### config.mk
export PLATFORM = sky130hd
export DESIGN_NAME = spc_queue
export DESIGN_NICKNAME = d
export VERILOG_FILES = /design/src/rtl/spc_pkg.sv /design/src/rtl/spc_queue.sv
export SDC_FILE = /design/constraint.sdc
export NUM_CORES = 1
export LEC_CHECK = 0
export ABC_AREA = 1
export BUFFER_PORTS_ARGS = -buffer_cell sky130_fd_sc_hd__buf_4
export CAP_MARGIN = 20
export CORE_MARGIN = 2
export CORE_UTILIZATION = 55
export DETAILED_ROUTE_END_ITERATION = 16
export PLACE_DENSITY = 0.74
export SLEW_MARGIN = 25
export SYNTH_ARGS = -nofsm -noshare
export SYNTH_HDL_FRONTEND = slang
export SYNTH_SLANG_ARGS = --single-unit
### constraint.sdc
create_clock -name clk -period 14.1 [get_ports clk]
set_input_delay 0 -clock clk [delete_from_list [all_inputs] [get_ports clk]]
set_output_delay 0 -clock clk [all_outputs]
set_load 0.02 [all_outputs]
### src/rtl/spc_pkg.sv
`default_nettype none

package spc_pkg;

  // Pair kinds on the input channel.
  localparam logic [1:0] OP_CC = 2'd0;
  localparam logic [1:0] OP_BB = 2'd1;
  localparam logic [1:0] OP_CB = 2'd2;

  // Work kinds handed from the front end to the back end.
  localparam logic [1:0] KIND_FIXED = 2'd0;
  localparam logic [1:0] KIND_CC    = 2'd1;
  localparam logic [1:0] KIND_CB    = 2'd2;

  localparam int ROOT_W = 33;
  localparam int QUO_W  = 17;

  localparam logic signed [17:0] UNIT_POS = 18'sd65536;
  localparam logic signed [17:0] UNIT_NEG = -18'sd65536;

  localparam logic signed [36:0] DEPTH_MAX = 37'sd2147483647;
  localparam logic signed [36:0] DEPTH_MIN = -37'sd2147483648;

  typedef struct packed {
    logic [1:0]         op;
    logic [30:0]        aw;
    logic [30:0]        ah;
    logic [30:0]        bw;
    logic [30:0]        bh;
    logic signed [32:0] cc_dx;
    logic signed [32:0] cc_dy;
    logic signed [35:0] bb_dx2;
    logic signed [35:0] bb_dy2;
    logic signed [35:0] cb_dx;
    logic signed [35:0] cb_dy;
    logic signed [35:0] cb_xm;
    logic signed [35:0] cb_xp;
    logic signed [35:0] cb_ym;
    logic signed [35:0] cb_yp;
  } spc_diff_t;

  typedef struct packed {
    logic [1:0]         kind;
    logic               hit;
    logic signed [17:0] nx;
    logic signed [17:0] ny;
    logic signed [31:0] depth;
    logic [32:0]        mag_x;
    logic [32:0]        mag_y;
    logic               neg_x;
    logic               neg_y;
    logic [31:0]        radius;
    logic [30:0]        aw;
  } spc_carry_t;

  typedef struct packed {
    spc_carry_t  carry;
    logic [65:0] sq;
  } spc_job_t;

  typedef struct packed {
    spc_carry_t  carry;
    logic [66:0] rem;
    logic [66:0] root;
  } spc_root_t;

  typedef struct packed {
    logic               use_div;
    logic               hit;
    logic signed [17:0] nx;
    logic signed [17:0] ny;
    logic signed [31:0] depth;
    logic               neg_x;
    logic               neg_y;
    logic [32:0]        divisor;
    logic [49:0]        rem_x;
    logic [49:0]        rem_y;
    logic [16:0]        q_x;
    logic [16:0]        q_y;
  } spc_div_t;

  function automatic logic signed [31:0] sat32(input logic signed [36:0] v);
    if (v > DEPTH_MAX) begin
      return DEPTH_MAX[31:0];
    end else if (v < DEPTH_MIN) begin
      return DEPTH_MIN[31:0];
    end
    return v[31:0];
  endfunction

endpackage

`default_nettype wire

### src/rtl/spc_queue.sv
`default_nettype none

module spc_queue import spc_pkg::*; #(
  parameter int DEPTH = 4
) (
  input  logic     clk,
  input  logic     rst,
  input  logic     push_valid,
  input  spc_job_t push_job,
  output logic     push_ready,
  output logic     pop_valid,
  output spc_job_t pop_job,
  input  logic     pop_ready
);

  localparam int PTR_W = $clog2(DEPTH);
  localparam int CNT_W = $clog2(DEPTH + 1);

  spc_job_t         mem [DEPTH];
  logic [PTR_W-1:0] wr_ptr, rd_ptr;
  logic [CNT_W-1:0] count;
  logic             push, pop;

  assign push_ready = count != CNT_W'(DEPTH);
  assign pop_valid  = count != '0;
  assign pop_job    = mem[rd_ptr];
  assign push       = push_valid && push_ready;
  assign pop        = pop_valid && pop_ready;

  always_ff @(posedge clk) begin
    if (rst) begin
      wr_ptr <= '0;
      rd_ptr <= '0;
      count  <= '0;
    end else begin
      if (push) begin
        wr_ptr <= (wr_ptr == PTR_W'(DEPTH - 1)) ? '0 : wr_ptr + 1'b1;
      end
      if (pop) begin
        rd_ptr <= (rd_ptr == PTR_W'(DEPTH - 1)) ? '0 : rd_ptr + 1'b1;
      end
      case ({push, pop})
        2'b10:   count <= count + 1'b1;
        2'b01:   count <= count - 1'b1;
        default: count <= count;
      endcase
    end
    if (push) begin
      mem[wr_ptr] <= push_job;
    end
  end

  a_count_bound: assert property (@(posedge clk) disable iff (rst)
    count <= CNT_W'(DEPTH))
    else $error("queue count above depth");

  a_fill: assert property (@(posedge clk) disable iff (rst)
    (push && !pop) |=> count == $past(count) + 1'b1)
    else $error("queue count did not rise on push");

  a_drain: assert property (@(posedge clk) disable iff (rst)
    (pop && !push) |=> count == $past(count) - 1'b1)
    else $error("queue count did not fall on pop");

endmodule

`default_nettype wire

# [Word-level counts from Yosys, hierarchy flattened]
# Memory sizes are Yosys's and may differ from the RTL's. A register that Yosys moved wholly into a read port is not among the register bits.
# Index checks and enable logic that the tools add are counted.
[word_totals] mem_count=1 reg_bits=7 out_inout_bits=270 inputBits=272 wordCells=24 ramBits=1072
[mem_list] name="mem" depth=4 word_bits=268 rd=1 rd_ports_with_merged_regs=1 wr=1 line="spc_queue.sv:19" rtl="spc_job_t mem [DEPTH];"
[classes] reduce_logical=4 add_sub_neg=4 muxes=7 n_eq_ne=5
[ops] cell="$mux W2" count=4
[ops] cell="$eq A2 B2 Y1 const B" count=3
[ops] cell="$pmux W3 S2" count=1
[ops] cell="$add A2 B1 Y2 const B" count=2
[ops] cell="$add A3 B1 Y3 const B" count=1
[ops] cell="$ne A3 B3 Y1 const B" count=1
[ops] cell="$reduce_bool A3 Y1" count=1
[ops] cell="$sub A3 B1 Y3 const B" count=1
[ops] cell="$eq A2 B1 Y1 const B" count=1
[ops] cell="$logic_and A1 B1 Y1" count=2
[ops] cell="$mux W1" count=2
[ops] cell="$reduce_bool A2 Y1" count=1

# [Longest topological paths before layout]
[depth] word_depth=4 depth_mapped=13 mapped_depth_nobuf=13

# [Worst setup path before layout]
# Ideal clock, no wire load.
[synth_path] path_type="reg-to-reg" start="register count[1]" end="memory mem[0][0] in the netlist's numbering (enable)" setup_time_ns=0.903 required_ns=13.197 arrival_time_ns=11.907 period_less_slack_ns=12.811 stages_incl_launch_ff=5 n_path_buf=0 slack_ns=1.289 path_cell_list="dfxtp_1 nor2_1 nand2_1 nand2_1 nor2_1"
[synth_via] elab_chain_cells=4
[synth_rtl] element="start: declaration" line="spc_queue.sv:21" rtl="logic [CNT_W-1:0] count;"
[synth_rtl] element="start signal: assignment" line="spc_queue.sv:43" rtl="2'b10: count <= count + 1'b1;"
[synth_rtl] element="start signal: assignment" line="spc_queue.sv:44" rtl="2'b01: count <= count - 1'b1;"
[synth_rtl] element="start signal: assignment" line="spc_queue.sv:45" rtl="default: count <= count;"
[synth_rtl] element="$ne A3 B3 Y1" line="spc_queue.sv:24" rtl="assign push_ready = count != CNT_W'(DEPTH);"
[synth_rtl] element="net push_ready" line="spc_queue.sv:10" rtl="output logic push_ready,"
[synth_rtl] element="$logic_and A1 B1 Y1" line="spc_queue.sv:27" rtl="assign push = push_valid && push_ready;"
[synth_rtl] element="$mux W1" line="spc_queue.sv:48" rtl="if (push) begin"
[synth_rtl] element="$mux W1 (implied by the code)" line="spc_queue.sv:49" rtl="mem[wr_ptr] <= push_job;"
[synth_rtl] element="end: declaration" line="spc_queue.sv:19"
# The timed path passes the listed nets, and every way through them passes these cells.

==> flow_summary.toml <==
[status]
outcome = "complete, no violations"

[finish]
seq_area_mm2 = 0.0324
layout_commonest_cell = "edfxtp_1"
most-common-layout-cells = "edfxtp_1 (1,072), buf_4 (564), nor2_1 (546), o21ai_0 (534), dlygate4sd3_1 (273)"
design_area_mm2 = 0.0508
area_growth_pct = 27.3
multi_input_area_mm2 = 0.00666
fillers = 4364
final_nets = 3713
drive_gt1_share_pct = 20.6
final-instance-count-excl-fill = 4486

[pwr]
p_leak_uw = 0.0178
vdd_drop_max_mv = 0.194
pwr-share-comb_pct = 31.8
pwr-share-clk_pct = 27.6
finalPower_uw = 9730
p_seq_share_pct = 40.5
powerDensity_mw_per_mm2 = 192
p_switching_uw = 3330
swShare_pct = 34.2
p_int_uw = 6410

[floorplan]
die_area_mm2 = 0.0747
die_x_um = 273
num_rows = 98
core_mm2 = 0.0716
start_util_pct = 55.7
io_pins = 542
die_y_um = 273

[clocking]
cts_root_buf = "clkbuf_16"
cts.clk_slew.worst_paths_ps = 60
numCtsBuffers = 104
htreeDepth = 3
cts_tree = "done"
insertion_delay_ps = 650
clock-sinks = 1081
cts_resized = 0
hold_buffers = 273
post_cts_buffers = 0
cts_max_path_buffers = 3

[timing]
min_period_ps = 5150
rsz0062_at_grt = "no"
hold_viol = 0
hold_slack_ps = 73.1
setup_viol = 0
drv_slew = 0
skew_ps = 26.7
finalCritPeriodShare_pct = 36.5
relSlewSlack_pct = 28.5
worst_slew_pin_slew_ps = 1070
setup_tns_ps = 0
fmax_ghz = 0.194

[setup_path]
crit_path_max_fanout = 98
criticalPathCategory = "reg2out"
start_kind = "flip-flop"
rr_worst_depth = 7
crit_required_ps = 14100
worst_setup_path_end_kind = "output port"
critical_path_arrival_ps = 5150

[routing]
drcViolationCount = 0
via_per_inst = 5.83
drtPass1Iterations = 5
finalWirelength_um = 102000
vias = 26200
drtIter0Drc = 2634
postRouteAntennaNets = 0
wl_per_cell_um = 22.6

[hold_path]
holdPathStages = 2
worstHoldPathType = "in2reg"

[yosys]
yosys_warnings = 0
ys_types = 22
synth_area_leaders = "edfxtp_1 (81%), o21ai_0 (6.7%), nor2_1 (5.2%)"
synth_seq_cells = 1081
post_synth.cell_area_avg_um2 = 15.0
syn_area_mm2 = 0.0399
synth_top_cell_by_area = "edfxtp_1"
synth_top_area_share_pct = 80.7
ys_seq_area_share_pct = 81.1
syn-instance-count = 2662
syn-num-nets = 2941

[grt]
grt_max_degree = 329
globalRoute.totalOverflow = 0
grt_pass1_wl_um = 152000
antenna_found_initial = 23
grt_usage_pct = 26.4
first_global_vias = 26400

[job]
maxCapViolations = 0

[placement]
portBuffers = 541
hpwl_um = 55700
gp_congestion = 0.819
placed_cell_area_mm2 = 0.0446
placed_cells = 4003
through the flow:
step / utilization (%) / setup WS, ps
global route: 70.9 / 8710
detailed placement: 62.3 / 9820
global placement: 62.3 / 10000
finish: 70.9 / 8950
floorplan: - / 1290
CTS: 70.8 / 9090
cells in the mapped netlist, drive strengths merged:
library cell	number
nand3	1
inv	18
o21ai	538
o22ai	268
ha	6
nor2	550
dfxtp	9
nand4	1
nand2	14
edfxtp	1072
a21oi	4
nand3b	2
fa	1
buf	59
clkbuf	119
worst paths after layout:
path	startpoint	end	slack, ps
setup / recovery	flip-flop	pop_job[191]	8950
hold / removal	push_job[208]	mem[2][208]	70
setup reg to reg	count[1]	mem[1][152]	10030
hold reg to reg	rd_ptr[1]	flip-flop	530
state kept, by name, summed over array words and instances, names as in the netlist, named ones only:
name	flops
wr_ptr	2
count	3
mem	1072
rd_ptr	2
critical path: stages (launching register included):
cell	delay (ps)
dfxtp_4	910
buf_4	890
buf_4	760
buf_4	880
o21ai_0	370
o22ai_1	300
buf_4	180
power groups by stage:
stage	clock [µW]	combinational (µW)	sequential (µW)
3_3_place_gp	0	2910	3990
3_5_place_dp	0	2980	4010
2_1_floorplan	0	1700	4100
5_1_grt	2840	3280	3970
4_1_cts	2710	3060	3940
6_report	2690	3100	3950
kinds of logic after synthesis:
logic type,after synthesis,synth area share [%]
simple gates,568,5.37
buf+inv,196,2.27
compound gates,810,11.0
fa+ha+maj,7,0.238
flops,1081,81.1
area by class of cell:
class	instances	area share [%]
Clock inverter	63	1.18
Tap cell	950	2.34
Antenna cell	20	0.0985
Inverter	18	0.195
Clock buffer	125	5.32
Multi-Input combinational cell	1385	13.1
Timing Repair Buffer	844	14.0
Sequential cell	1081	63.7
layer usage:
layer / routed length [µm] / up-vias / share of wire, % / track usage (%)
met3: 7860 / 224 / 7.7 / 5.40
met2: 52500 / 1229 / 52 / 45.7
met5: 71 / - / 0.070 / 0
met4: 3950 / 12 / 3.9 / 10.8
met1: 37200 / 13000 / 37 / 32.5
li1: - / 11600 / - / -
(Power assumes the default switching activity.)
